`config.mk`:
```
export PLATFORM = sky130hd
export DESIGN_NAME = jdam_lane
export DESIGN_NICKNAME = d
export VERILOG_FILES = /design/src/design/jdam_pkg.sv /design/src/design/jdam_div_stage.sv /design/src/design/jdam_lane.sv
export SDC_FILE = /design/constraint.sdc
export NUM_CORES = 1
export LEC_CHECK = 0
export ABC_AREA = 1
export BUFFER_PORTS_ARGS = -buffer_cell sky130_fd_sc_hd__buf_4
export CAP_MARGIN = 20
export CORE_MARGIN = 2
export CORE_UTILIZATION = 35
export CTS_CLUSTER_SIZE = 16
export DETAILED_ROUTE_END_ITERATION = 6
export GPL_TIMING_DRIVEN = 0
export PLACE_DENSITY = 0.59
export REMOVE_ABC_BUFFERS = 1
export SETUP_SLACK_MARGIN = 0.15
export SLEW_MARGIN = 20
export SYNTH_ARGS = -nofsm -noshare
export SYNTH_HDL_FRONTEND = slang
export SYNTH_SLANG_ARGS = --single-unit
export TNS_END_PERCENT = 20
```
`constraint.sdc`:
```
create_clock -name clk_i -period 10.72 [get_ports clk_i]
set_clock_uncertainty 0.15 [all_clocks]
set_input_delay 0.536 -clock clk_i [delete_from_list [all_inputs] [get_ports clk_i]]
set_output_delay 0.536 -clock clk_i [all_outputs]
set_load 0.05 [all_outputs]
```
`src/design/jdam_pkg.sv`:
```
`timescale 1ns / 1ps
// Shared constants, types and helpers of the joystick dead-band axis mapper.
package jdam_pkg;

  localparam int SAMPLE_BITS_DEF = 10;

  localparam int DZ_W       = 9;
  localparam int FS_W       = 15;
  localparam int RES_W      = 16;
  localparam int QUO_W      = 16;
  localparam int DIV_STAGES = 4;
  localparam int DIV_STEPS  = QUO_W / DIV_STAGES;
  localparam int PIPE_STAGES = 2 + DIV_STAGES;

  localparam int CFG_IDX_W  = 2;
  localparam int CFG_DATA_W = 15;

  localparam logic [DZ_W-1:0] STICK_DZ_RST     = 9'd50;
  localparam logic [DZ_W-1:0] THR_DZ_RST       = 9'd25;
  localparam logic [FS_W-1:0] NORMAL_FS_RST    = 15'd32767;
  localparam logic [FS_W-1:0] PRECISION_FS_RST = 15'd8192;
  localparam logic [FS_W-1:0] THROTTLE_FULL    = 15'd32767;

  // Stick lanes; the throttle lane follows them.
  localparam int NUM_STICK  = 7;
  localparam int LANE_STEER = 0;
  localparam int LANE_YAW   = 1;
  localparam int LANE_PITCH = 2;
  localparam int LANE_ROLL  = 3;
  localparam int LANE_MX    = 4;
  localparam int LANE_MY    = 5;
  localparam int LANE_MZ    = 6;

  // Lanes that map mirrored: steer and the three translation axes.
  localparam logic [NUM_STICK-1:0] STICK_MIRROR = 7'b111_0001;

  typedef enum logic [CFG_IDX_W-1:0] {
    CFG_STICK_DZ     = 2'd0,
    CFG_THR_DZ       = 2'd1,
    CFG_NORMAL_FS    = 2'd2,
    CFG_PRECISION_FS = 2'd3
  } cfg_idx_e;

  typedef enum logic [1:0] {
    MODE_ZERO = 2'd0,
    MODE_FULL = 2'd1,
    MODE_DIV  = 2'd2
  } lane_mode_e;

  // How a lane forms its result: zero, full scale, or quotient; neg puts it below zero.
  typedef struct packed {
    lane_mode_e      mode;
    logic            neg;
    logic [FS_W-1:0] fs;
  } lane_ctl_t;

  typedef struct packed {
    logic [DZ_W-1:0] stick_dz;
    logic [DZ_W-1:0] thr_dz;
    logic [FS_W-1:0] fs_normal;
    logic [FS_W-1:0] fs_precision;
  } cfg_t;

  // Operand width: holds every sample span and twice the throttle margin.
  function automatic int opnd_width(int sb);
    return (sb > DZ_W + 1) ? sb : DZ_W + 1;
  endfunction

endpackage

```
`src/design/jdam_div_stage.sv`:
```
`timescale 1ns / 1ps
// One registered slice of the restoring divider: STEPS quotient bits per stage.
module jdam_div_stage import jdam_pkg::*; #(
  parameter int DW    = 10,
  parameter int STEPS = DIV_STEPS
) (
  input  logic            clk_i,
  input  logic            en_i,
  input  logic [DW-1:0]   rem_i,
  input  logic [QUO_W-1:0] rq_i,
  input  logic [DW-1:0]   den_i,
  input  lane_ctl_t       ctl_i,
  output logic [DW-1:0]   rem_o,
  output logic [QUO_W-1:0] rq_o,
  output logic [DW-1:0]   den_o,
  output lane_ctl_t       ctl_o
);

  logic [DW:0]      trial;
  logic [DW-1:0]    rem_d;
  logic [QUO_W-1:0] rq_d;

  // Shift dividend bits out of the top of rq while quotient bits enter at the bottom.
  always_comb begin
    rem_d = rem_i;
    rq_d  = rq_i;
    trial = '0;
    for (int i = 0; i < STEPS; i++) begin
      trial = {rem_d, rq_d[QUO_W-1]};
      rq_d  = {rq_d[QUO_W-2:0], 1'b0};
      if (trial >= {1'b0, den_i}) begin
        trial   = trial - {1'b0, den_i};
        rq_d[0] = 1'b1;
      end
      rem_d = trial[DW-1:0];
    end
  end

  always_ff @(posedge clk_i) begin
    if (en_i) begin
      rem_o <= rem_d;
      rq_o  <= rq_d;
      den_o <= den_i;
      ctl_o <= ctl_i;
    end
  end

endmodule

```
`src/design/jdam_lane.sv`:
```
`timescale 1ns / 1ps
// One mapping lane: operand register, scale multiply, pipelined divide, sign fix-up.
module jdam_lane import jdam_pkg::*; #(
  parameter int SAMPLE_BITS = SAMPLE_BITS_DEF
) (
  input  logic                               clk_i,
  input  logic [PIPE_STAGES-1:0]             en_i,
  input  logic [opnd_width(SAMPLE_BITS)-1:0] num_i,
  input  logic [opnd_width(SAMPLE_BITS)-1:0] den_i,
  input  lane_ctl_t                          ctl_i,
  output logic [RES_W-1:0]                   res_o
);

  localparam int DW = opnd_width(SAMPLE_BITS);
  localparam int PW = DW + FS_W;

  logic [DW-1:0] num_q;
  logic [DW-1:0] den0_q;
  lane_ctl_t     ctl0_q;
  logic [PW-1:0] prod_q;
  logic [DW-1:0] den1_q;
  lane_ctl_t     ctl1_q;

  logic [DW-1:0]    rem_s [DIV_STAGES+1];
  logic [QUO_W-1:0] rq_s  [DIV_STAGES+1];
  logic [DW-1:0]    den_s [DIV_STAGES+1];
  lane_ctl_t        ctl_s [DIV_STAGES+1];

  logic [FS_W-1:0]  quo;
  lane_ctl_t        ctl_last;

  always_ff @(posedge clk_i) begin
    if (en_i[0]) begin
      num_q  <= num_i;
      den0_q <= den_i;
      ctl0_q <= ctl_i;
    end
  end

  always_ff @(posedge clk_i) begin
    if (en_i[1]) begin
      prod_q <= PW'(num_q) * PW'(ctl0_q.fs);
      den1_q <= den0_q;
      ctl1_q <= ctl0_q;
    end
  end

  // Numerator never exceeds the span, so the quotient fits the full scale
  // and the top bits of the product already sit below the divisor.
  assign rem_s[0] = {1'b0, prod_q[PW-1:QUO_W]};
  assign rq_s[0]  = prod_q[QUO_W-1:0];
  assign den_s[0] = den1_q;
  assign ctl_s[0] = ctl1_q;

  for (genvar k = 0; k < DIV_STAGES; k++) begin : g_div
    jdam_div_stage #(
      .DW    (DW),
      .STEPS (DIV_STEPS)
    ) u_div (
      .clk_i (clk_i),
      .en_i  (en_i[2+k]),
      .rem_i (rem_s[k]),
      .rq_i  (rq_s[k]),
      .den_i (den_s[k]),
      .ctl_i (ctl_s[k]),
      .rem_o (rem_s[k+1]),
      .rq_o  (rq_s[k+1]),
      .den_o (den_s[k+1]),
      .ctl_o (ctl_s[k+1])
    );
  end

  assign quo      = rq_s[DIV_STAGES][FS_W-1:0];
  assign ctl_last = ctl_s[DIV_STAGES];

  always_comb begin
    case (ctl_last.mode)
      MODE_DIV: begin
        res_o = ctl_last.neg ? ({1'b0, quo} - {1'b0, ctl_last.fs}) : {1'b0, quo};
      end
      MODE_FULL: begin
        res_o = ctl_last.neg ? (RES_W'(0) - {1'b0, ctl_last.fs}) : {1'b0, ctl_last.fs};
      end
      default: begin
        res_o = '0;
      end
    endcase
  end

endmodule

```
==> Word-level counts from Yosys, hierarchy flattened <==
Index checks and enable logic that the tools add are counted.
{ "totals": {"output_inout_bits": 16, "in_bits": 45, "reg_bits": 286, "word_cells": 102} }
{ "op_classes": {"order_cmp": 16, "n_mux": 34, "mul": 1, "add_sub_neg": 17, "n_eq_ne": 2} }
{ "ops": {"columns": ["op", "n"], "rows": [
  ["$ge 11x10->1", 15],
  ["$mux 10", 15],
  ["$sub 10x10->10", 15],
  ["$mux 16", 2],
  ["$pmux 16 s2", 1],
  ["$mul 10x15->25", 1],
  ["$mux 1", 16],
  ["$sub 1x15->16 const A", 1],
  ["$sub 15x15->16", 1],
  ["$ge 10x10->1", 1],
  ["$eq 2x1->1 const B", 1],
  ["$eq 2x2->1 const B", 1]
]} }

==> Depth between registers and ports, before layout <==
Gate-level depths: netlist of the first run.
{ "logic_depth": {"word_depth": 8, "depth_mapped": 51, "ltp_nobuf": 47} }

==> Modules after synthesis <==
From an unflattened synthesis of the first run, not the netlist that was laid out.
{ "unflattened": {"hier_cells": 3193, "hier_area_um2": 26527.9} }
{ "modules_own_cells": {"columns": ["module", "n_inst", "area_each_um2", "seq_area_each_um2", "cells_per_inst"], "rows": [
  ["jdam_lane", 1, 9594.2, 2732.6, 1164],
  ["jdam_div_stage at g_div[0].u_div ...", 2, 4222.8, 1621.6, 500],
  ["jdam_div_stage at g_div[2].u_div", 1, 4261.6, 1621.6, 513],
  ["jdam_div_stage at g_div[3].u_div", 1, 4226.6, 1621.6, 516]
]} }

==> Least setup slack after synthesis of the first run <==
OpenSTA, ideal clock, no wires.
{ "synth_timing": {"path_kind": "register to register", "startpoint": "register g_div[0].u_div.den_o[1]", "endpoint": "register g_div[1].u_div.rem_o[4] (data pin)", "synth_period_minus_slack_ns": 6.684, "path_slack_ns": 4.036, "required_ns": 10.317, "arrival_time_ns": 6.280, "setup_time_ns": 0.253, "stages_incl_launch_ff": 52, "path_buffers": 4, "cell_sequence": "edfxtp_1 inv_1 ha_1 nand2_1 inv_2 nand2_1 nand2_1 nand2_1 nand2_2 nand2_2 nand2_4 inv_2 buf_6 nand2_1 o21ai_2 ha_1 inv_1 nor3_1 [... 16 more ...] buf_6 nand2_1 o21ai_2 ha_1 inv_1 nor2_1 o21ai_0 nand2_1 nand2_1 nand2_1 a21oi_1 o21bai_1 nand2_1 nand3b_1 nand3b_2 buf_6 nand2_1 nand2_1"} }
{ "synth_via": {"elab_chain_cells": 8, "elab_cells_between_ends": 12, "cone_classes": "add/sub (4); order compare (4); mux (4)"} }
{ "synth_lines": {"columns": ["element", "line", "text"], "rows": [
  ["start: declaration", "jdam_div_stage.sv:15", "output logic [DW-1:0] den_o,"],
  ["start signal: assignment", "jdam_div_stage.sv:43", "den_o <= den_i;"],
  ["$sub 10x10->10 / $ge 11x10->1 (equally long branches)", "jdam_div_stage.sv:32, jdam_div_stage.sv:31", null],
  ["$mux 10", "jdam_div_stage.sv:31", "if (trial >= {1'b0, den_i}) begin"],
  ["$sub 10x10->10 / $ge 11x10->1 (equally long branches)", "jdam_div_stage.sv:32, jdam_div_stage.sv:31", null],
  ["$mux 10", "jdam_div_stage.sv:31", null],
  ["$sub 10x10->10 / $ge 11x10->1 (equally long branches)", "jdam_div_stage.sv:32, jdam_div_stage.sv:31", null],
  ["$mux 10", "jdam_div_stage.sv:31", null],
  ["$sub 10x10->10 / $ge 11x10->1 (equally long branches)", "jdam_div_stage.sv:32, jdam_div_stage.sv:31", null],
  ["$mux 10 *", "jdam_div_stage.sv:31", null],
  ["named net g_div[1].u_div.trial[4]", "jdam_div_stage.sv:19", "logic [DW:0] trial;"],
  ["end signal: assignment", "jdam_div_stage.sv:41", "rem_o <= rem_d;"],
  ["end: declaration", "jdam_div_stage.sv:13", "output logic [DW-1:0] rem_o,"]
]} }
The timed path passes the listed nets; every way through them passes the cells marked *.
A chain may end at the register's enable or synchronous reset.

==> Worst setup path after layout of the first run <==
{ "layout_timing": {"startpoint": "register den1_q[1]", "endpoint": "register g_div[0].u_div.rem_o[9] (data pin)"} }
{ "layout_via": {"elab_chain_cells": 8, "elab_cells_between_ends": 12, "cone_classes": "add/sub (4); order compare (4); mux (4)"} }
{ "layout_lines": {"columns": ["element", "line", "text"], "rows": [
  ["start: declaration", "jdam_lane.sv:21", "logic [DW-1:0] den1_q;"],
  ["start signal: assignment", "jdam_lane.sv:43", "den1_q <= den0_q;"],
  ["$sub 10x10->10 / $ge 10x10->1 (equally long branches)", "jdam_div_stage.sv:32, jdam_div_stage.sv:31", null],
  ["$mux 10", "jdam_div_stage.sv:31", null],
  ["$sub 10x10->10 / $ge 11x10->1 (equally long branches)", "jdam_div_stage.sv:32, jdam_div_stage.sv:31", null],
  ["$mux 10", "jdam_div_stage.sv:31", null],
  ["$sub 10x10->10 / $ge 11x10->1 (equally long branches)", "jdam_div_stage.sv:32, jdam_div_stage.sv:31", null],
  ["$mux 10", "jdam_div_stage.sv:31", null],
  ["$sub 10x10->10 / $ge 11x10->1 (equally long branches)", "jdam_div_stage.sv:32, jdam_div_stage.sv:31", null],
  ["$mux 10 *", "jdam_div_stage.sv:31", null],
  ["named net g_div[0].u_div.trial[9]", "jdam_div_stage.sv:19", null],
  ["end signal: assignment", "jdam_div_stage.sv:41", null],
  ["end: declaration", "jdam_div_stage.sv:13", null]
]} }
Marked as above.

==> results.cfg, run 1 <==
[run_status]
run_status = completed

[sta]
fin_crit_sh = 0.855
timing.final.max_slew_violations = 0
timing.final.crit_period_ns = 9.17
slew_headroom = 0.279
timing.fmax_ghz = 0.109
tightestPinTransition_ns = 1.08
finalSetupViolations = 0
grt_setup_unrepaired = false
setup_total_negative_slack_ns = 0
fin_hold_ws_ns = 0.0472
hold_violations = 0

[drt]
vias_per_cell = 4.83
drt_iter0_drc = 1067
drtPass1Iterations = 7
postRouteWirelength_um = 55000
num_vias = 18200
drt.antenna.violating_nets = 0
wire_per_inst_um = 14.6
drc_errors = 0

[synthesis]
synthDominantCellAreaShare = 0.353
synth_async_sr_flop_share = 0
netlist_instances = 2786
synth.cell_area_um2 = 24100
synth_flop_cell = edfxtp_1
synth_area_leader_cell = edfxtp_1
synth.top_cells.by_area = edfxtp_1 (35%), ha_1 (12%), nand2_1 (11%)
syn_area_per_cell_um2 = 8.65
synth.most_common_cell = nand2_1
synth_common_cells = nand2_1 (698), inv_1 (458), edfxtp_1 (283), ha_1 (238), a21oi_1 (156)
number_of_library_cell_types_mapped_by_synthesis = 52
yosysSeqAreaShare = 0.353
synth_warnings = 0
synth_edf_count = 283
synth.ff_latch_count = 283

[grt]
grt-ovfl-total = 0
wire_length_of_the_first_global_routing_pass_um = 90800
grt_max_degree = 54
grtUsageTotal = 0.158
number_of_antenna_violations_at_the_first_check_in_global_routing = 0
grt_pass1_vias = 17700

[cells_and_area]
drive_above_1_share = 0.0722
nNetsFinal = 3258
areaGrowthSynthToFinish_pct = 11.3
n_antenna_cell = 0

[clocking]
cts_buffers = 34
clk_pin_slew_ns = 0.06
cts-htree-levels = 2
tritoncts_num_sinks = 283
post-cts-setup-buffer-count = 0
ctsLongestPathBuffers = 3
cts_tree = yes
clock-root-buffer = clkbuf_16
clock_insertion_delay_worst_skew_ns = 0.55

[worst_setup_path]
reg2reg_from = den1_q[1]$_DFFE_PP_
setup.worst_path.class = flop to flop
critical_path.slowest_cell = a21oi_1
cp_common_cell = nand2_1
cp-end-kind = flop
worst_ep_arrival_time_ns = 9.43
worstSetupStartpointType = flop
cp-startpoint = den1_q[1]$_DFFE_PP_
crit_required_ns = 10.98
critPathMaxStageDelay_ns = 0.88
crit_fanout = 13

[placed_design]
place_hpwl_um = 42200
gp_routability_congestion = 0.906
place.port_buffers = 60

[run]
cap_violations = 0

[min_path]
worst_min_delay_path_category = input pin to flop
holdCritStartpoint = ctl_i[0]

[floorplan]
io_pins = 61
core_region_area_um2 = 68300
start_util = 0.353
rows = 96
die_width_um = 266
full_die_area_um2 = 71000
chipHeight_um = 266
final timing paths:
check / endpoint / slack [ns] / depth (start not counted)
setup / recovery: g_div[0].u_div.rem_o[9]$_DFFE_PP_ / 1.55 / 38
hold / removal: ctl0_q[0]$_DFFE_PP_ / 0.05 / 1
setup reg to reg: g_div[0].u_div.rem_o[9]$_DFFE_PP_ / 1.55 / 38
hold reg to reg: g_div[3].u_div.rq_o[8]$_DFFE_PP_ / 0.26 / 0
through the flow:
| step | utilization | instances | instance area (µm²) | setup slack [ns] |
|---|---|---|---|---|
| 5_1_grt | 0.393 | 3764 | 26800 | 0.792 |
| 6_report | 0.393 | 3764 | 26800 | 1.55 |
| 3_3_place_gp | 0.370 | 3667 | 25300 | 1.74 |
| 3_5_place_dp | 0.370 | 3667 | 25300 | 1.74 |
| 4_1_cts | 0.393 | 3764 | 26800 | 1.71 |
| 2_1_floorplan | - | 2725 | 23800 | 3.63 |
worst max-delay path, delay by kind of cell (launching register included):
| kind | cells | cell delay [ns] |
|---|---|---|
| compound gates | 12 | 2.83 |
| buf+inv | 3 | 0.72 |
| flops | 1 | 0.55 |
| fa+ha+maj | 4 | 1.52 |
| simple gates | 19 | 3.23 |
cells in the final DEF (no fill, tap or decap), types with 31 or more instances in the layout:
cell / netlist / routed
fa_1: 118 / 118
dlygate4sd3_1: 0 / 36
a21oi_1: 156 / 156
nor3_1: 33 / 33
nor2_1: 116 / 116
buf_4: 7 / 60
edfxtp_1: 283 / 283
nand3_1: 151 / 151
nand2_2: 31 / 31
xor2_1: 98 / 98
inv_1: 458 / 458
o21ai_0: 92 / 92
ha_1: 238 / 238
xnor2_1: 42 / 42
clkbuf_16: 0 / 37
nand2_1: 698 / 698
cells by family (layout without fill, tap and decap cells):
| kind of cell | after synthesis | count (layout) | synth area share |
|---|---|---|---|
| flops | 283 | 283 | 0.353 |
| fa+ha+maj | 356 | 356 | 0.222 |
| buf+inv | 528 | 624 | 0.0869 |
| simple gates | 1111 | 1111 | 0.201 |
| xor+xnor | 140 | 140 | 0.0509 |
| compound gates | 368 | 368 | 0.0874 |
registers in the layout, summed over array words and instances (netlist names):
name / cells
g_div.u_div.ctl_o: 72
den1_q: 10
g_div.u_div.rem_o: 30
den0_q: 10
num_q: 10
prod_q: 25
g_div.u_div.rq_o: 60
ctl0_q: 18
ctl1_q: 18
g_div.u_div.den_o: 30
area by class of cell:
type	instances	area, µm²
clock buffer	40	937
clock inverter	21	211
fill	6814	41500
inverter	467	1750
multi-input combinational	1975	13500
sequential	283	8500
tap	882	1100
timing repair buffer	96	811
per-layer routing:
metal	routed length, µm	GRT usage	share of wire
met5	0	0	0
met4	1030	0.0386	0.019
met3	1980	0.0200	0.036
met2	26200	0.267	0.48
met1	25800	0.215	0.47
timing repair:
| item | CTS | global route |
|---|---|---|
| hold buffers | 36 | 0 |
| resized for setup | 0 | 0 |
| endpoints found under the hold margin | 36 | 0 |
| endpoints found under the setup margin | 0 | 0 |
Power of run 1 is left out: the tool's default activity adds up to more than one toggle a clock period on the data nets, which glitch-free logic cannot reach.
==> run 2, diff against run 1 <==
--- a/config.mk
+++ b/config.mk
@@ -15,5 +15,4 @@
 export GPL_TIMING_DRIVEN = 0
 export PLACE_DENSITY = 0.59
-export REMOVE_ABC_BUFFERS = 1
 export SETUP_SLACK_MARGIN = 0.15
 export SLEW_MARGIN = 20
@@ -21,3 +20,3 @@
 export SYNTH_HDL_FRONTEND = slang
 export SYNTH_SLANG_ARGS = --single-unit
-export TNS_END_PERCENT = 20
+export TNS_END_PERCENT = 1
==> constraint.sdc (replaced) <==
create_clock -name clk_i -period 10.72 [get_ports clk_i]
set_clock_uncertainty 0.15 [all_clocks]
set_input_delay 1.608 -clock clk_i [delete_from_list [all_inputs] [get_ports clk_i]]
set_output_delay 1.608 -clock clk_i [all_outputs]
set_load 0.05 [all_outputs]
==> results.cfg, run 2 (synthesis results as in run 1) <==
[worst_setup_path]
reg2reg_from = den1_q[1]$_DFFE_PP_
cp-startpoint = den1_q[1]$_DFFE_PP_
crit_fanout = 10
r2r_end = g_div[0].u_div.rem_o[8]$_DFFE_PP_
crit_required_ns = 10.95
setup.worst_path.class = flop to flop
critical_path.slowest_cell = edfxtp_1
critPathMaxStageDelay_ns = 0.59
r2r.worst_path.cells = 40
cp_common_cell = nand2_1
worstSetupStartpointType = flop
setup.worst_path.end = g_div[0].u_div.rem_o[8]$_DFFE_PP_
rrSetupSlack_ns = 2.44
worst_ep_arrival_time_ns = 8.51
cp-end-kind = flop

[floorplan]
start_util = 0.353
core_region_area_um2 = 68300
rows = 96
chipHeight_um = 266
die_width_um = 266
io_pins = 61
full_die_area_um2 = 71000

[drt]
postRouteWirelength_um = 57700
drtPass1Iterations = 5
wire_per_inst_um = 15.2
num_vias = 18300
drc_errors = 0
drt.antenna.violating_nets = 0
vias_per_cell = 4.82
drt_iter0_drc = 1092

[synthesis]
synth.net_count = 3187

[cells_and_area]
nNetsFinal = 3284
largest_register_ffs = 72
layout_top_registers = g_div.u_div.ctl_o: 72 flops, g_div.u_div.rq_o: 60 flops
multi_input_comb_area_um2 = 13500
registers.top_by_ff_count = g_div.u_div.ctl_o
filler_cells = 6911
n_antenna_cell = 0
areaGrowthSynthToFinish_pct = 11.2
mostFrequentLayoutCell = nand2_1
layout.cells.most_common_list = nand2_1 (698), inv_1 (458), edfxtp_1 (283)
register_area_um2 = 8500
drive_above_1_share = 0.0808

[placed_design]
place_hpwl_um = 45400
gp_routability_congestion = 0.888
place.port_buffers = 60

[grt]
wire_length_of_the_first_global_routing_pass_um = 94700
grtUsageTotal = 0.167
number_of_antenna_violations_at_the_first_check_in_global_routing = 0
grt_max_degree = 54
grt-ovfl-total = 0
grt_pass1_vias = 18200

[clocking]
ctsLongestPathBuffers = 3
post_cts_hold_buffer_count = 0
tritoncts_num_sinks = 283
clk_pin_slew_ns = 0.06
cts_tree = yes
cts_buffers = 35
post_cts_resize_count = 0
clock_insertion_delay_worst_skew_ns = 0.54
cts-htree-levels = 2
post-cts-setup-buffer-count = 0
clock-root-buffer = clkbuf_16

[sta]
grt_setup_unrepaired = false
fin_crit_sh = 0.773
timing.fmax_ghz = 0.121
hold_violations = 0
slew_headroom = 0.479
tightestPinTransition_ns = 0.781
timing.final.max_slew_violations = 0
timing.final.crit_period_ns = 8.28
finalSetupViolations = 0
setup_total_negative_slack_ns = 0

[min_path]
worst_min_delay_path_category = flop to flop

[run_status]
run_status = completed

[run]
cap_violations = 0
-- run 2: worst min-delay path by stage --
stage                                      startpoint                            endpoint  depth (start not counted)
floorplan                        ctl0_q[15]$_DFFE_PP_                ctl1_q[15]$_DFFE_PP_                          0
global placement                  ctl1_q[4]$_DFFE_PP_   g_div[0].u_div.ctl_o[4]$_DFFE_PP_                          0
detailed placement               ctl1_q[10]$_DFFE_PP_  g_div[0].u_div.ctl_o[10]$_DFFE_PP_                          0
CTS                 g_div[2].u_div.ctl_o[9]$_DFFE_PP_   g_div[3].u_div.ctl_o[9]$_DFFE_PP_                          0
global route                      ctl1_q[7]$_DFFE_PP_   g_div[0].u_div.ctl_o[7]$_DFFE_PP_                          0
finish              g_div[2].u_div.ctl_o[9]$_DFFE_PP_   g_div[3].u_div.ctl_o[9]$_DFFE_PP_                          0
-- run 2: cell type report --
| type | count | area share |
|---|---|---|
| inverter | 467 | 0.0654 |
| multi-input combinational | 1975 | 0.504 |
| sequential | 283 | 0.317 |
| clock buffer | 39 | 0.0340 |
| tap | 882 | 0.0412 |
| clock inverter | 25 | 0.00891 |
| buffer | 61 | 0.0127 |
| timing repair buffer | 60 | 0.0168 |
-- run 2: layer usage --
metal  track usage  part of all wire
met5             0                 0
met2         0.288              0.48
met3        0.0212             0.039
met1         0.218              0.45
met4        0.0515             0.025
-- run 2: critical path, delay by kind of cell (launching register included) --
kind / cells / cell delay (ns)
AO/OA/AOI/OAI: 12 / 2.13
flip-flops: 1 / 0.59
AND/OR/NAND/NOR: 18 / 2.41
adder cells (fa/ha/maj): 4 / 1.46
buffers and inverters: 6 / 1.35
-- run 2: stage by stage --
step / worst slack [ns] / hold slack (ns) / std cells / cell area (µm²) / utilization
finish: 2.44 / 0.254 / 3792 / 26800 / 0.392
global route: 1.63 / 0.265 / 3792 / 26800 / 0.392
CTS: 2.51 / 0.251 / 3792 / 26800 / 0.392
detailed placement: 2.52 / 0.255 / 3728 / 25700 / 0.375
global placement: 2.52 / 0.250 / 3728 / 25700 / 0.375
floorplan: 4.04 / 0.250 / 2786 / 24100 / -
Power of run 2 is left out for the same reason.
==> run 3, diff against run 2 <==
- PLACE_DENSITY: 0.59 -> 0.6
- clock period: 10.72 -> 6.85 ns (I/O delays scaled with it)
==> results.cfg, run 3 (synthesis results as in run 1) <==
[run_status]
run_status = complete, but fails checks
violations_in_the_final_reports = setup timing

[worst_setup_path]
setup.worst_path.class = flop to flop
critical_path.slowest_cell = edfxtp_1
cp_common_cell = nand2_1
reg2reg_from = g_div[1].u_div.rem_o[2]$_DFFE_PP_
cp-end-kind = flop
critPathMaxStageDelay_ns = 0.45
r2r_end = g_div[2].u_div.rem_o[5]$_DFFE_PP_
crit_required_ns = 6.99
worstSetupStartpointType = flop
setup.worst_path.end = g_div[2].u_div.rem_o[5]$_DFFE_PP_
r2r.worst_path.cells = 49
rrSetupSlack_ns = -0.004
cp-startpoint = g_div[1].u_div.rem_o[2]$_DFFE_PP_
worst_ep_arrival_time_ns = 6.99
crit_fanout = 10

[placed_design]
dp.cells = 3728
gp_routability_congestion = 0.909
place.port_buffers = 60
place_hpwl_um = 45300

[drt]
wire_per_inst_um = 15.6
postRouteWirelength_um = 61500
drt_iter0_drc = 1036
vias_per_cell = 4.92
drt.antenna.violating_nets = 0
drc_errors = 0
num_vias = 19300
drtPass1Iterations = 5

[sta]
slew_headroom = 0.473
timing.final.crit_period_ns = 6.85
fin_hold_ws_ns = 0.244
final.setup.worst_slack_ns = -0.00398
tightestPinTransition_ns = 0.790
fin_crit_sh = 1.00
hold_violations = 0
timing.final.max_slew_violations = 0
finalSetupViolations = 2
grt_setup_unrepaired = true
timing.fmax_ghz = 0.146

[clocking]
clock-root-buffer = clkbuf_16
clock_insertion_delay_worst_skew_ns = 0.54
cts-htree-levels = 2
clk_pin_slew_ns = 0.06
ctsLongestPathBuffers = 3
tritoncts_num_sinks = 283
cts_tree = yes
cts_buffers = 35

[cells_and_area]
drive_above_1_share = 0.195
layout.cells.most_common_list = nand2_1 (659), inv_1 (417), edfxtp_1 (283)
areaGrowthSynthToFinish_pct = 21.8
nNetsFinal = 3424
final_cells = 3931
mostFrequentLayoutCell = nand2_1
largest_register_ffs = 72
layout_top_registers = g_div.u_div.ctl_o: 72 flops, g_div.u_div.rq_o: 60 flops
registers.top_by_ff_count = g_div.u_div.ctl_o
n_antenna_cell = 0

[floorplan]
start_util = 0.353
full_die_area_um2 = 71000
die_width_um = 266
rows = 96
chipHeight_um = 266
core_region_area_um2 = 68300
io_pins = 61

[grt]
grt_max_degree = 54
wire_length_of_the_first_global_routing_pass_um = 97600
grt-ovfl-total = 0
grt_pass1_vias = 18700
grtUsageTotal = 0.172
number_of_antenna_violations_at_the_first_check_in_global_routing = 0

[min_path]
worst_min_delay_path_category = flop to flop

[synthesis]
synth.net_count = 3187

[run]
cap_violations = 0
-- run 3: cell count changes in the layout (fill, tap and decap cells not counted), moves of 12 or more --
cell | previous run | this run
buf_4 | 67 | 194
ha_1 | 238 | 179
ha_4 | 0 | 56
inv_1 | 458 | 417
nand2_1 | 698 | 659
nand2_2 | 31 | 66
inv_2 | 8 | 36
a21oi_1 | 156 | 130
a21oi_2 | 4 | 28
o21ai_0 | 92 | 71
nor3_1 | 33 | 20
o21ai_2 | 9 | 22
inv_4 | 0 | 12
-- run 3: how the worst min path moves through the flow --
stage	depth (start not counted)	endpoint	start
after global placement	0	ctl1_q[15]$_DFFE_PP_	ctl0_q[15]$_DFFE_PP_
after detailed placement	0	g_div[0].u_div.ctl_o[0]$_DFFE_PP_	ctl1_q[0]$_DFFE_PP_
after floorplan	0	ctl1_q[15]$_DFFE_PP_	ctl0_q[15]$_DFFE_PP_
after global routing	0	ctl1_q[15]$_DFFE_PP_	ctl0_q[15]$_DFFE_PP_
final	0	g_div[3].u_div.ctl_o[3]$_DFFE_PP_	g_div[2].u_div.ctl_o[3]$_DFFE_PP_
after CTS	0	ctl1_q[15]$_DFFE_PP_	ctl0_q[15]$_DFFE_PP_
-- run 3: what timing repair did --
action / in CTS / in global routing
pin swaps: 36 / 75
endpoints found under the setup margin: 34 / 34
buffers inserted: 67 / 64
gates resized for setup: 167 / 148
cloned: 1 / 8
hold buffers: 0 / 0
-- run 3: critical path: cells and delay by family, from the launching register on --
kind | cells | cell delay [ns]
and+or+nand+nor | 26 | 2.34
buffers and inverters | 8 | 0.90
DFF | 1 | 0.45
adders and majority gates | 4 | 1.06
AOI/OAI and AO/OA | 11 | 1.66
-- run 3: metal layers --
metal	part of all wire	vias up	global-route usage
li1	-	9637	-
met1	0.44	9173	0.225
met2	0.49	426	0.296
met3	0.042	94	0.0204
met4	0.025	0	0.0510
met5	0	-	0
-- run 3: cell type report --
class                   instances  area (µm²)
clock inverters                24         270
plain buffers                  61         429
flip-flops and latches        283        8500
inverters                     467        1790
multi-input cells            1977       14800
repair buffers                198        1540
fillers                      6669       39000
clock buffers                  39         912
well taps                     882        1100
-- run 3: metrics by stage --
| step | TNS, ns | util | setup WS [ns] | instance area [µm²] |
|---|---|---|---|---|
| after floorplan | 0 | - | 0.166 | 24100 |
| after global placement | -37.04 | 0.375 | -1.31 | 25700 |
| after detailed placement | -37.78 | 0.375 | -1.32 | 25700 |
| after CTS | 0 | 0.411 | 0.0901 | 28100 |
| after global routing | -11.39 | 0.430 | -0.400 | 29400 |
| final | -0.00723 | 0.430 | -0.00398 | 29400 |
Power of run 3 is left out for the same reason.
